**src/hdl/cdq_pkg.sv**
```systemverilog
// Shared types and constants for the circular deque.
// Used by cdq_ctrl, cdq_datapath and circular_deque; depends on nothing.
`default_nettype none

package cdq_pkg;

  localparam int CMD_W  = 3;
  localparam int WORD_W = 32;
  localparam int CAP_W  = 5;
  localparam int IN_W   = 40;
  localparam int OUT_W  = 72;

  localparam logic [CAP_W-1:0] CAP_RESET = 5'd16;

  localparam logic [CMD_W-1:0] CMD_PUSH_FRONT = 3'd0;
  localparam logic [CMD_W-1:0] CMD_PUSH_BACK  = 3'd1;
  localparam logic [CMD_W-1:0] CMD_POP_FRONT  = 3'd2;
  localparam logic [CMD_W-1:0] CMD_POP_BACK   = 3'd3;
  localparam logic [CMD_W-1:0] CMD_QUERY      = 3'd4;

  // Commands from the controller to the datapath.
  typedef struct packed {
    logic capture;
    logic execute;
    logic load_out;
  } cdq_cmd_t;

endpackage

`default_nettype wire

```
**src/hdl/cdq_ctrl.sv**
```systemverilog
// Sequencing controller for the circular deque.
// Depends on cdq_pkg; drives the command struct into cdq_datapath.
`default_nettype none

module cdq_ctrl import cdq_pkg::*; (
  input  wire logic     clk,
  input  wire logic     rst,
  input  wire logic     s_tvalid,
  output logic          s_tready,
  output logic          m_tvalid,
  input  wire logic     m_tready,
  output cdq_cmd_t      cmd
);

  typedef enum logic [3:0] {
    S_IDLE = 4'b0001,
    S_EXEC = 4'b0010,
    S_READ = 4'b0100,
    S_DONE = 4'b1000
  } state_t;

  state_t state;
  state_t state_next;
  logic   out_valid;

  assign s_tready     = (state == S_IDLE);
  assign m_tvalid     = out_valid;
  assign cmd.capture  = s_tready && s_tvalid;
  assign cmd.execute  = (state == S_EXEC);
  assign cmd.load_out = (state == S_DONE) && (!out_valid || m_tready);

  always_comb begin
    state_next = state;
    unique case (state)
      S_IDLE: begin
        if (s_tvalid) begin
          state_next = S_EXEC;
        end
      end
      S_EXEC: state_next = S_READ;
      S_READ: state_next = S_DONE;
      S_DONE: begin
        if (cmd.load_out) begin
          state_next = S_IDLE;
        end
      end
      default: state_next = S_IDLE;
    endcase
  end

  always_ff @(posedge clk) begin
    if (rst) begin
      state     <= S_IDLE;
      out_valid <= 1'b0;
    end else begin
      state <= state_next;
      if (cmd.load_out) begin
        out_valid <= 1'b1;
      end else if (m_tready) begin
        out_valid <= 1'b0;
      end
    end
  end

  // A finished result waits in DONE while the output register is still occupied.
  a_done_waits: assert property (@(posedge clk) disable iff (rst)
    (state == S_DONE && out_valid && !m_tready) |=> (state == S_DONE))
    else $error("result left DONE while output register was occupied");

endmodule

`default_nettype wire

```
**src/hdl/cdq_datapath.sv**
```systemverilog
// Datapath of the circular deque: capacity register, ring indices, ring store
// and result register. Depends on cdq_pkg; steered by cdq_ctrl.
`default_nettype none

module cdq_datapath import cdq_pkg::*; #(
  parameter int DEPTH      = 16,
  parameter int DATA_WIDTH = 32
) (
  input  wire logic              clk,
  input  wire logic              rst,
  input  wire logic              cfg_we,
  input  wire logic [CAP_W-1:0]  cfg_wdata,
  input  wire logic [CMD_W-1:0]  in_command,
  input  wire logic [WORD_W-1:0] in_value,
  input  wire cdq_cmd_t          cmd,
  output logic                   accepted,
  output logic [WORD_W-1:0]      front_value,
  output logic [WORD_W-1:0]      back_value,
  output logic                   is_empty,
  output logic                   is_full
);

  localparam int IW    = (DEPTH > 1) ? $clog2(DEPTH) : 1;
  localparam int CMP_W = ((IW > CAP_W) ? IW : CAP_W) + 1;

  logic [CAP_W-1:0]      capacity;
  logic [CAP_W-1:0]      cap_use;
  logic [CMP_W-1:0]      cap_w;
  logic [IW-1:0]         head;
  logic [IW-1:0]         head_next;
  logic [IW-1:0]         tail;
  logic [IW-1:0]         tail_next;
  logic [CAP_W-1:0]      count;
  logic [CAP_W-1:0]      count_next;
  logic [CMD_W-1:0]      cmd_r;
  logic [WORD_W-1:0]     value_r;
  logic                  ok_r;
  logic                  ok_next;
  logic                  wr_en;
  logic [IW-1:0]         wr_addr;
  logic [63:0]           value_ext;
  logic [DATA_WIDTH-1:0] wr_data;
  logic [DATA_WIDTH-1:0] mem [DEPTH];
  logic [DATA_WIDTH-1:0] rd_front;
  logic [DATA_WIDTH-1:0] rd_back;
  logic [63:0]           front_ext;
  logic [63:0]           back_ext;

  function automatic logic [IW-1:0] ring_next(input logic [IW-1:0] idx,
                                              input logic [CMP_W-1:0] cap);
    logic [CMP_W-1:0] inc;
    inc = CMP_W'(idx) + CMP_W'(1);
    return (inc >= cap) ? IW'(0) : IW'(inc);
  endfunction

  function automatic logic [IW-1:0] ring_prev(input logic [IW-1:0] idx,
                                              input logic [CMP_W-1:0] cap);
    logic [CMP_W-1:0] wide;
    wide = CMP_W'(idx);
    if (wide == '0 || wide >= cap) begin
      return IW'(cap - CMP_W'(1));
    end
    return IW'(wide - CMP_W'(1));
  endfunction

  // A capacity of zero behaves as one; anything above the store depth is clamped.
  always_comb begin
    if (capacity == '0) begin
      cap_use = CAP_W'(1);
    end else if (CMP_W'(capacity) > CMP_W'(DEPTH)) begin
      cap_use = CAP_W'(DEPTH);
    end else begin
      cap_use = capacity;
    end
    cap_w = CMP_W'(cap_use);
  end

  assign value_ext = 64'(value_r);
  assign wr_data   = value_ext[DATA_WIDTH-1:0];
  assign front_ext = 64'(rd_front);
  assign back_ext  = 64'(rd_back);

  always_comb begin
    head_next  = head;
    tail_next  = tail;
    count_next = count;
    ok_next    = 1'b0;
    wr_en      = 1'b0;
    wr_addr    = head;
    unique case (cmd_r) inside
      CMD_PUSH_FRONT, CMD_PUSH_BACK: begin
        if (count < cap_use) begin
          wr_en      = 1'b1;
          ok_next    = 1'b1;
          count_next = count + CAP_W'(1);
          if (count == '0) begin
            head_next = '0;
            tail_next = '0;
            wr_addr   = '0;
          end else if (cmd_r == CMD_PUSH_FRONT) begin
            head_next = ring_prev(head, cap_w);
            wr_addr   = head_next;
          end else begin
            tail_next = ring_next(tail, cap_w);
            wr_addr   = tail_next;
          end
        end
      end
      CMD_POP_FRONT, CMD_POP_BACK: begin
        if (count != '0) begin
          ok_next = 1'b1;
          if (count == CAP_W'(1)) begin
            head_next  = '0;
            tail_next  = '0;
            count_next = '0;
          end else begin
            if (cmd_r == CMD_POP_FRONT) begin
              head_next = ring_next(head, cap_w);
            end else begin
              tail_next = ring_prev(tail, cap_w);
            end
            count_next = count - CAP_W'(1);
          end
        end
      end
      CMD_QUERY: ok_next = 1'b1;
      default: ok_next = 1'b0;
    endcase
  end

  always_ff @(posedge clk) begin
    if (rst) begin
      capacity <= CAP_RESET;
      head     <= '0;
      tail     <= '0;
      count    <= '0;
    end else if (cfg_we) begin
      capacity <= cfg_wdata;
      head     <= '0;
      tail     <= '0;
      count    <= '0;
    end else if (cmd.execute) begin
      head  <= head_next;
      tail  <= tail_next;
      count <= count_next;
    end
  end

  always_ff @(posedge clk) begin
    if (cmd.capture) begin
      cmd_r   <= in_command;
      value_r <= in_value;
    end
    if (cmd.execute) begin
      ok_r <= ok_next;
    end
    if (cmd.load_out) begin
      accepted    <= ok_r;
      front_value <= (count != '0) ? front_ext[WORD_W-1:0] : '0;
      back_value  <= (count != '0) ? back_ext[WORD_W-1:0] : '0;
      is_empty    <= (count == '0);
      is_full     <= (count == cap_use);
    end
  end

  // Ring store: one write port, two registered read ports at the end indices.
  always_ff @(posedge clk) begin
    if (cmd.execute && wr_en) begin
      mem[wr_addr] <= wr_data;
    end
    rd_front <= mem[head];
    rd_back  <= mem[tail];
  end

  a_count_bound: assert property (@(posedge clk) disable iff (rst)
    count <= cap_use)
    else $error("entry count exceeds capacity in use");

  a_empty_home: assert property (@(posedge clk) disable iff (rst)
    (count == '0) |-> (head == '0 && tail == '0))
    else $error("empty deque with indices away from zero");

  a_index_range: assert property (@(posedge clk) disable iff (rst)
    (count != '0) |-> (CMP_W'(head) < cap_w && CMP_W'(tail) < cap_w))
    else $error("ring index outside capacity in use");

endmodule

`default_nettype wire

```
**src/hdl/circular_deque.sv**
```systemverilog
// Top level of the circular deque: stream ports, configuration port and the
// controller/datapath pair. Depends on cdq_pkg, cdq_ctrl and cdq_datapath.
//
//   Channel  Direction  Signals                     Contents
//   s        in         s_tvalid s_tready s_tdata   one command item
//   m        out        m_tvalid m_tready m_tdata   one result per item
//   cfg      in         cfg_we cfg_wdata            capacity register
//
// An item's result is ready on m after its transfer on s, through index
// update and store write, registered store read, and load of the output
// register. A new item is taken once the previous one has reached the output
// register, so the block does not take a new item while one is in flight;
// the output load waits while m still holds an unaccepted result.
// Reset sets capacity to 16 and empties the deque; the store is not cleared.
// A stalled result waits in the output register while the next item is taken.
`default_nettype none

module circular_deque import cdq_pkg::*; #(
  parameter int DEPTH      = 16,
  parameter int DATA_WIDTH = 32
) (
  input  wire logic             clk,
  input  wire logic             rst,
  input  wire logic             cfg_we,
  input  wire logic [CAP_W-1:0] cfg_wdata,  // capacity
  input  wire logic             s_tvalid,
  output logic                  s_tready,
  input  wire logic [IN_W-1:0]  s_tdata,    // command[2:0], value[34:3]
  output logic                  m_tvalid,
  input  wire logic             m_tready,
  output logic [OUT_W-1:0]      m_tdata     // accepted[0], front_value[32:1],
                                            // back_value[64:33], is_empty[65],
                                            // is_full[66]
);

  cdq_cmd_t          cmd;
  logic              accepted;
  logic [WORD_W-1:0] front_value;
  logic [WORD_W-1:0] back_value;
  logic              is_empty;
  logic              is_full;

  cdq_ctrl u_ctrl (
    .clk      (clk),
    .rst      (rst),
    .s_tvalid (s_tvalid),
    .s_tready (s_tready),
    .m_tvalid (m_tvalid),
    .m_tready (m_tready),
    .cmd      (cmd)
  );

  cdq_datapath #(
    .DEPTH      (DEPTH),
    .DATA_WIDTH (DATA_WIDTH)
  ) u_datapath (
    .clk         (clk),
    .rst         (rst),
    .cfg_we      (cfg_we),
    .cfg_wdata   (cfg_wdata),
    .in_command  (s_tdata[CMD_W-1:0]),
    .in_value    (s_tdata[CMD_W+WORD_W-1:CMD_W]),
    .cmd         (cmd),
    .accepted    (accepted),
    .front_value (front_value),
    .back_value  (back_value),
    .is_empty    (is_empty),
    .is_full     (is_full)
  );

  assign m_tdata = {5'b0, is_full, is_empty, back_value, front_value, accepted};

endmodule

`default_nettype wire
```
**config.mk**
```make
export PLATFORM = sky130hd
export DESIGN_NAME = circular_deque
export DESIGN_NICKNAME = d
export VERILOG_FILES = /design/src/hdl/cdq_pkg.sv /design/src/hdl/cdq_ctrl.sv /design/src/hdl/cdq_datapath.sv /design/src/hdl/circular_deque.sv
export SDC_FILE = /design/constraint.sdc
export NUM_CORES = 1
export LEC_CHECK = 0
export ABC_AREA = 1
export BUFFER_PORTS_ARGS = -buffer_cell sky130_fd_sc_hd__buf_2
export CORE_ASPECT_RATIO = 1.5
export CORE_MARGIN = 4
export CORE_UTILIZATION = 62
export DETAILED_ROUTE_END_ITERATION = 6
export PLACE_DENSITY = 0.82
export SYNTH_ARGS = -nofsm -noshare
export SYNTH_HDL_FRONTEND = slang
export SYNTH_SLANG_ARGS = --single-unit
```
**constraint.sdc**
```tcl
create_clock -name clk -period 5.9 [get_ports clk]
set_input_delay 0.295 -clock clk [delete_from_list [all_inputs] [get_ports clk]]
set_output_delay 0.295 -clock clk [all_outputs]
set_load 0.02 [all_outputs]
```
**Word-level counts from Yosys, hierarchy flattened**

Memory sizes are Yosys's and may differ from the RTL's. A register that Yosys moved wholly into a read port is not among the register bits.
Index checks and enable logic that the tools add are counted.

- Word-level logic and storage cells: 119
- RAM bits: 512
- Output and inout port bits: 74
- Flip-flop bits (word level): 126
- Memories kept: 1

Memories:

| memory | words | bits a word | rd ports | clocked after memory_dff | wr ports | RTL line | RTL |
|---|---|---|---|---|---|---|---|
| u_datapath.mem | 16 | 32 | 2 | 2 | 1 | cdq_datapath.sv:43 | `logic [DATA_WIDTH-1:0] mem [DEPTH];` |

- Multiplexer cells: 51
- Reductions and logical operators: 22
- Order comparisons: 6
- Add/sub/neg operators: 7
- Equality and inequality tests: 18

Operator list:

| cell | number |
|---|---|
| $mux 4 | 24 |
| $mux 5 | 5 |
| $mux 1 | 17 |
| $pmux 4 s2 | 2 |
| $pmux 4 s4 | 1 |
| $reduce_and 6->1 | 2 |
| $sub 4x1->4 const B | 3 |
| $add 4x1->5 const B | 2 |
| $ge 4x5->1 | 2 |
| $ge 5x5->1 | 2 |
| $logic_not 5->1 | 2 |
| $pmux 5 s2 | 1 |
| $logic_not 4->1 | 2 |
| $eq 3x2->1 const B | 2 |
| $ne 3x1->1 const B | 2 |
| $reduce_or 2->1 | 3 |
| $add 5x1->5 const B | 1 |
| $eq 5x1->1 const B | 1 |
| $eq 5x5->1 | 1 |
| $gt 5x5->1 const B | 1 |
| $lt 5x5->1 | 1 |
| $reduce_bool 5->1 | 1 |
| $sub 5x1->5 const B | 1 |
| $eq 4x1->1 const B | 1 |
| other kinds (17) | 24 |

**Depth between registers and ports, before layout**

- Depth in word-level cells: 15
- Mapped depth: 17

**By module**

From an unflattened synthesis, not the netlist that was laid out.

- Cells, all modules: 3152
- Area total of the unflattened synthesis: 32079.5 um^2

Modules (own cells, without submodules):

| module | instances | cells an instance | area each (um^2) |
|---|---|---|---|
| cdq_datapath | 1 | 3108 | 31732.9 |
| cdq_ctrl | 1 | 35 | 282.8 |
| circular_deque | 1 | 9 | 63.8 |

**Worst setup path after synthesis**

No wires, ideal clock.

- Path type: register to register
- Start point: reg u_datapath.tail[0]
- End point: mem u_datapath.mem[4][0], enable pin
- Cell stages (with the launch flop): 17
- Clock period less this slack: 4.287 ns
- Arrival time: 3.866 ns
- Setup time: 0.421 ns
- Setup slack: 1.613 ns
- Data required time: 5.479 ns
- Path buffers: 4
- Cell sequence: dfxtp_1 -> buf_4 -> buf_6 -> clkinv_1 -> buf_2 -> buf_2 -> ha_1 -> ha_1 -> inv_1 -> nor2_1 -> nand3b_1 -> nand4_1 -> a21oi_2 -> nand2_2 -> nor2_2 -> nand2_2 -> nor2_1

- Cells in the longest elaborated chain, start to end: 7

Ends and longest elaborated chain:

| element | RTL line | RTL |
|---|---|---|
| start, declared | cdq_datapath.sv:31 | `logic [IW-1:0] tail;` |
| start signal, assigned | cdq_datapath.sv:144 | `tail <= tail_next;` |
| $add 4x1->5 * | cdq_datapath.sv:52 | `inc = CMP_W'(idx) + CMP_W'(1);` |
| $ge 5x5->1 | cdq_datapath.sv:53 | `return (inc >= cap) ? IW'(0) : IW'(inc);` |
| $mux 4 * | cdq_datapath.sv:53 |  |
| $mux 4 * | cdq_datapath.sv:100 | `end else if (cmd_r == CMD_PUSH_FRONT) begin` |
| $mux 4 * | cdq_datapath.sv:96 | `if (count == '0) begin` |
| $mux 4 * | cdq_datapath.sv:92 | `if (count < cap_use) begin` |
| $mux 4 * | cdq_datapath.sv:90 | `unique case (cmd_r) inside` |
| end, declared | cdq_datapath.sv:43 |  |

Mark *: on every way between the ends. The rest lies on a longest branch, timed or not.

**Worst setup path after layout**

- Start point: reg u_datapath.tail[0]
- End point: mem u_datapath.mem[5][21], enable pin

The elaborated chain is that of the path after synthesis.

==> impl_results.rst <==
.. list-table::
   :header-rows: 1

   * - Metric
     - Value
   * - Count of H-tree levels built during CTS
     - 2
   * - Number of filler cells placed in the layout
     - 3,531
   * - Ratio of total power to cell area
     - 283 nW/um2
   * - Clock transition time at the flip-flop clock pins of the worst setup and hold paths
     - around 0.06 ns
   * - CTS tree
     - built
   * - Clk sinks
     - roughly 700
   * - Width of the die
     - 193 um
   * - Top_reg_cell synth
     - sky130_fd_sc_hd__edfxtp_1
   * - CORE AREA
     - 50,800 um2
   * - Terminus of the critical flop-to-flop path
     - u_datapath.mem[5][21]
   * - Register share of total power
     - 0.554
   * - Share of layout cells above drive strength 1
     - 0.0962
   * - Post-Syn Area per Cell
     - 10.2 um2
   * - Hold-critical path depth
     - 4
   * - Placed insts
     - 3,736
   * - Outcome
     - finished with violations
   * - Clock power share
     - 0.424
   * - DRT antenna net count
     - 0
   * - Number of DRC violations after detailed-routing iteration 0
     - roughly 3,900
   * - Async set-reset flop share out of synthesis
     - 0
   * - VDD IR-drop max
     - 0.291 mV
   * - Number of library cell types mapped by synthesis
     - 40
   * - Reg-to-reg slack, setup
     - 1.31 ns
   * - Total grt overflow
     - 0
   * - Final Setup Violations
     - 0
   * - Number of nets in the finished design
     - 3,254
   * - Layer carrying the most global-route usage
     - met2
   * - Number of buffers added by the clock tree synthesis step
     - 59
   * - Post-route fraction of the period consumed by the critical path
     - 0.777
   * - Clock Latency Late Sink
     - about 0.62 ns
   * - Met1 track demand over resource
     - 0.390
   * - MaxCap Viol Count
     - 0
   * - Initial standard-cell utilization of the core
     - 0.628
   * - Cell area after technology mapping
     - 31,900 um2
   * - Unrepaired setup endpoints after global routing
     - false
   * - Ant. Diodes
     - 0
   * - Fraction of met2 tracks used by global routing
     - 0.512
   * - Slack of the critical path
     - 1.31 ns
   * - Max-slew violation total from the final report
     - 0
   * - Met3 capacity usage during global routing
     - 0.0519
   * - Sum of net half-perimeters after detailed placement
     - slightly below 50 mm
   * - Post-DR wirelength/cell
     - 22.4 um
   * - Setup crit end kind
     - register
   * - Drt pass-1 iters
     - 7
   * - Synthesis-to-layout area growth
     - 11.0%
   * - Area of the die
     - 55,200 um2
   * - Number of flops mapped to enable cells by yosys
     - 615
   * - DRC errors left
     - 21
   * - Synth warnings
     - 0
   * - Part of the Yosys area used for sequential elements
     - 0.634
   * - Initial antenna violation count
     - 0
   * - Total vias in the final route
     - 25,000
   * - Violations in the final reports
     - DRC
   * - Gate count of the mapped netlist
     - 3,130
   * - Avg Vias per Cell
     - approximately 6.4
   * - Max-slew headroom at the worst pin
     - 0.159
   * - RD Place Congestion
     - around 0.86
   * - Global-route wire length before repair
     - 134 mm
   * - Path type of the worst min-delay path
     - in2reg
   * - Tot GR Track Use
     - 0.310
   * - DRT Wirelength
     - 87.1 mm
   * - Worst Reg-to-Reg Cells
     - 14
   * - Number of global-route vias before repair
     - roughly 25,000
   * - Num ports
     - 124
   * - Required arrival time at the worst endpoint
     - 6.21 ns
   * - Combinational cell fraction of total power
     - 0.022
   * - Number of core rows
     - roughly 100
   * - Sw Share
     - 0.200
   * - Critical-path maximum fanout
     - 101
   * - Die Y-Extent
     - 286 um
   * - Final critical-path required period
     - about 4.6 ns
   * - Clock Tree Buf Depth
     - 3
   * - Reg2reg start
     - u_datapath.tail[0]
   * - Total Negative Setup Slacks
     - 0 ns
   * - # port buffers
     - 113
   * - Register bit count reported by yosys
     - 702
   * - CTS root buf
     - sky130_fd_sc_hd__clkbuf_16
   * - Timing-limited maximum frequency
     - 0.218 GHz
   * - Crit Path Class
     - reg2reg
   * - Crit start category
     - register
   * - Crit path DAT
     - about 4.9 ns
   * - Post-place setup slack
     - around 1.4 ns
   * - Leakage
     - 12.7 nW
   * - Slew of the pin with the lowest slew margin
     - 1.26 ns
   * - Count of final hold-check violations
     - 0
   * - Destination of the worst hold path
     - u_ctrl.m_tvalid
   * - Total of cells resized after clock tree synthesis
     - 0
   * - Layout Skew
     - 0.0148 ns
   * - Pin count of the biggest net entering global routing
     - 297
   * - Finished Layout Cells
     - 3,891
   * - Sw Pwr
     - 2.00 mW
   * - Cell Int Power
     - 8.01 mW
   * - Start point of the worst min-delay path
     - m_tready
==> layout by cell type, fill, tap and decap left out, types with 6 or more instances in the layout <==
master,count
sky130_fd_sc_hd__dlygate4sd3_1,43
sky130_fd_sc_hd__bufinv_16,12
sky130_fd_sc_hd__o21ai_0,593
sky130_fd_sc_hd__o21ai_1,29
sky130_fd_sc_hd__ha_1,33
sky130_fd_sc_hd__nor2_4,24
sky130_fd_sc_hd__nor2_1,216
sky130_fd_sc_hd__clkbuf_16,61
sky130_fd_sc_hd__clkbuf_1,12
sky130_fd_sc_hd__clkinv_1,6
sky130_fd_sc_hd__edfxtp_1,615
sky130_fd_sc_hd__nand2_2,6
sky130_fd_sc_hd__xor2_1,9
sky130_fd_sc_hd__inv_1,279
sky130_fd_sc_hd__clkinv_2,14
sky130_fd_sc_hd__buf_4,43
sky130_fd_sc_hd__nand4_1,16
sky130_fd_sc_hd__nor3_1,8
sky130_fd_sc_hd__nand2_1,341
sky130_fd_sc_hd__a21oi_1,287
sky130_fd_sc_hd__buf_2,113
sky130_fd_sc_hd__nand3_1,196
sky130_fd_sc_hd__dfxtp_1,79
sky130_fd_sc_hd__inv_2,7
sky130_fd_sc_hd__o211ai_1,128
==> registers in the layout, indices dropped and copies added, names as in the netlist, 3 cells and up <==
register                cells
u_datapath.tail             4
u_datapath.count            5
u_ctrl.state                4
u_datapath.capacity         5
u_datapath.front_value     32
u_datapath.rd_front        32
u_datapath.mem            512
u_datapath.value_r         32
u_datapath.head             4
u_datapath.back_value      32
u_datapath.rd_back         32
u_datapath.cmd_r            3
==> synth_stat cells (2+ instances only) <==
cell	count	area share
sky130_fd_sc_hd__edfxtp_1	615	0.58
sky130_fd_sc_hd__o21ai_0	593	0.093
sky130_fd_sc_hd__nand2_1	341	0.040
sky130_fd_sc_hd__a21oi_1	287	0.045
sky130_fd_sc_hd__inv_1	279	0.033
sky130_fd_sc_hd__nor2_1	237	0.028
sky130_fd_sc_hd__nand3_1	196	0.031
sky130_fd_sc_hd__o211ai_1	128	0.030
sky130_fd_sc_hd__clkbuf_1	113	0.013
sky130_fd_sc_hd__dfxtp_1	87	0.055
sky130_fd_sc_hd__buf_2	69	0.011
sky130_fd_sc_hd__ha_1	33	0.013
sky130_fd_sc_hd__o21ai_1	29	0.0046
sky130_fd_sc_hd__buf_1	26	0.0031
sky130_fd_sc_hd__buf_4	16	0.0038
sky130_fd_sc_hd__nand4_1	16	0.0031
sky130_fd_sc_hd__xor2_1	9	0.0025
sky130_fd_sc_hd__inv_2	8	0.00094
sky130_fd_sc_hd__nor3_1	8	0.0013
sky130_fd_sc_hd__nand2_2	6	0.0012
sky130_fd_sc_hd__a21oi_2	4	0.0011
sky130_fd_sc_hd__nor2_2	4	0.00078
sky130_fd_sc_hd__o21a_1	4	0.00094
sky130_fd_sc_hd__a21boi_1	3	0.00071
sky130_fd_sc_hd__nor2_4	3	0.0011
sky130_fd_sc_hd__o22ai_1	2	0.00039
==> power by group through the flow <==
stage | Sequential [mW] | Clock (mW) | Combinational, mW
3_3_place_gp | 5.64 | 0 | 0.186
5_1_grt | 5.55 | 4.48 | 0.243
4_1_cts | 5.54 | 4.27 | 0.217
2_1_floorplan | 5.61 | 0 | 0.126
3_5_place_dp | 5.65 | 0 | 0.193
6_report | 5.54 | 4.24 | 0.220
==> worst max-delay path, cell delays in order, from the launching register on <==
cell and delay [ns]:
sky130_fd_sc_hd__dfxtp_4 0.35, sky130_fd_sc_hd__buf_4 0.73, sky130_fd_sc_hd__ha_1 0.32, sky130_fd_sc_hd__xor2_1 0.22, sky130_fd_sc_hd__ha_1 0.30, sky130_fd_sc_hd__nand2_1 0.07
sky130_fd_sc_hd__nand2_1 0.07, sky130_fd_sc_hd__a21oi_2 0.21, sky130_fd_sc_hd__nand4_1 0.16, sky130_fd_sc_hd__a21oi_1 0.25, sky130_fd_sc_hd__nand2_1 0.08, sky130_fd_sc_hd__nand2_1 0.08
sky130_fd_sc_hd__nand2_1 0.25, sky130_fd_sc_hd__nor2_4 0.83, sky130_fd_sc_hd__buf_4 0.34
==> layout make-up <==
class / count / area [um2] / share of cell area
Clock buffer: 77 / 1630 / 0.0460
Inverter: 288 / 1080 / 0.0306
Timing Repair Buffer: 201 / 1360 / 0.0384
Clock inverter: 35 / 497 / 0.0140
Sequential cell: 702 / 20200 / 0.571
Tap cell: 669 / 837 / 0.0236
Multi-Input combinational cell: 1919 / 9770 / 0.276
==> kinds of logic after synthesis <==
kind of cell | count (synthesis) | synth area share
adder cells (fa/ha/maj) | 33 | 0.0130
XOR/XNOR | 10 | 0.00275
AND/OR/NAND/NOR | 816 | 0.108
AO/OA/AOI/OAI | 1055 | 0.177
buffers and inverters | 513 | 0.0652
flip-flops | 702 | 0.634
other | 1 | 0.000118
==> routing by layer <==
layer  wire length [um]  vias to the layer above
met4               4850                        0
met1              30400                    11800
met5                  0                        -
met3               9080                      338
met2              42800                     1761
li1                   -                    11100
==> how the worst max path moves through the flow <==
stage | start | end | slack, ns | depth (start not counted)
2_1_floorplan | u_datapath.tail[0] | u_datapath.mem[4][0] | 1.61 | 16
6_report | u_datapath.tail[0] | u_datapath.mem[5][21] | 1.31 | 14
4_1_cts | u_datapath.tail[0] | u_datapath.mem[5][21] | 1.42 | 14
3_3_place_gp | u_datapath.tail[0] | u_datapath.mem[5][26] | 1.57 | 14
3_5_place_dp | u_datapath.tail[0] | u_datapath.mem[5][21] | 1.40 | 14
5_1_grt | u_datapath.tail[0] | u_datapath.mem[5][21] | 1.06 | 14
==> metrics by stage <==
step	utilization	hold slack (ns)	area [um2]	total power, mW
final	0.697	0.0268	35400	10.0
after global routing	0.697	0.0367	35400	10.3
after CTS	0.697	0.0118	35400	10.0
after detailed placement	0.647	0.426	32800	5.84
after global placement	0.647	0.444	32800	5.83
after floorplan	-	0.364	31900	5.74
==> repair_timing <==
| item | CTS | global route |
|---|---|---|
| hold endpoints to repair | 43 | 0 |
| setup buffers | 0 | 0 |
| hold buffers | 43 | 0 |
No activity file was read; power rests on OpenSTA's default activity.
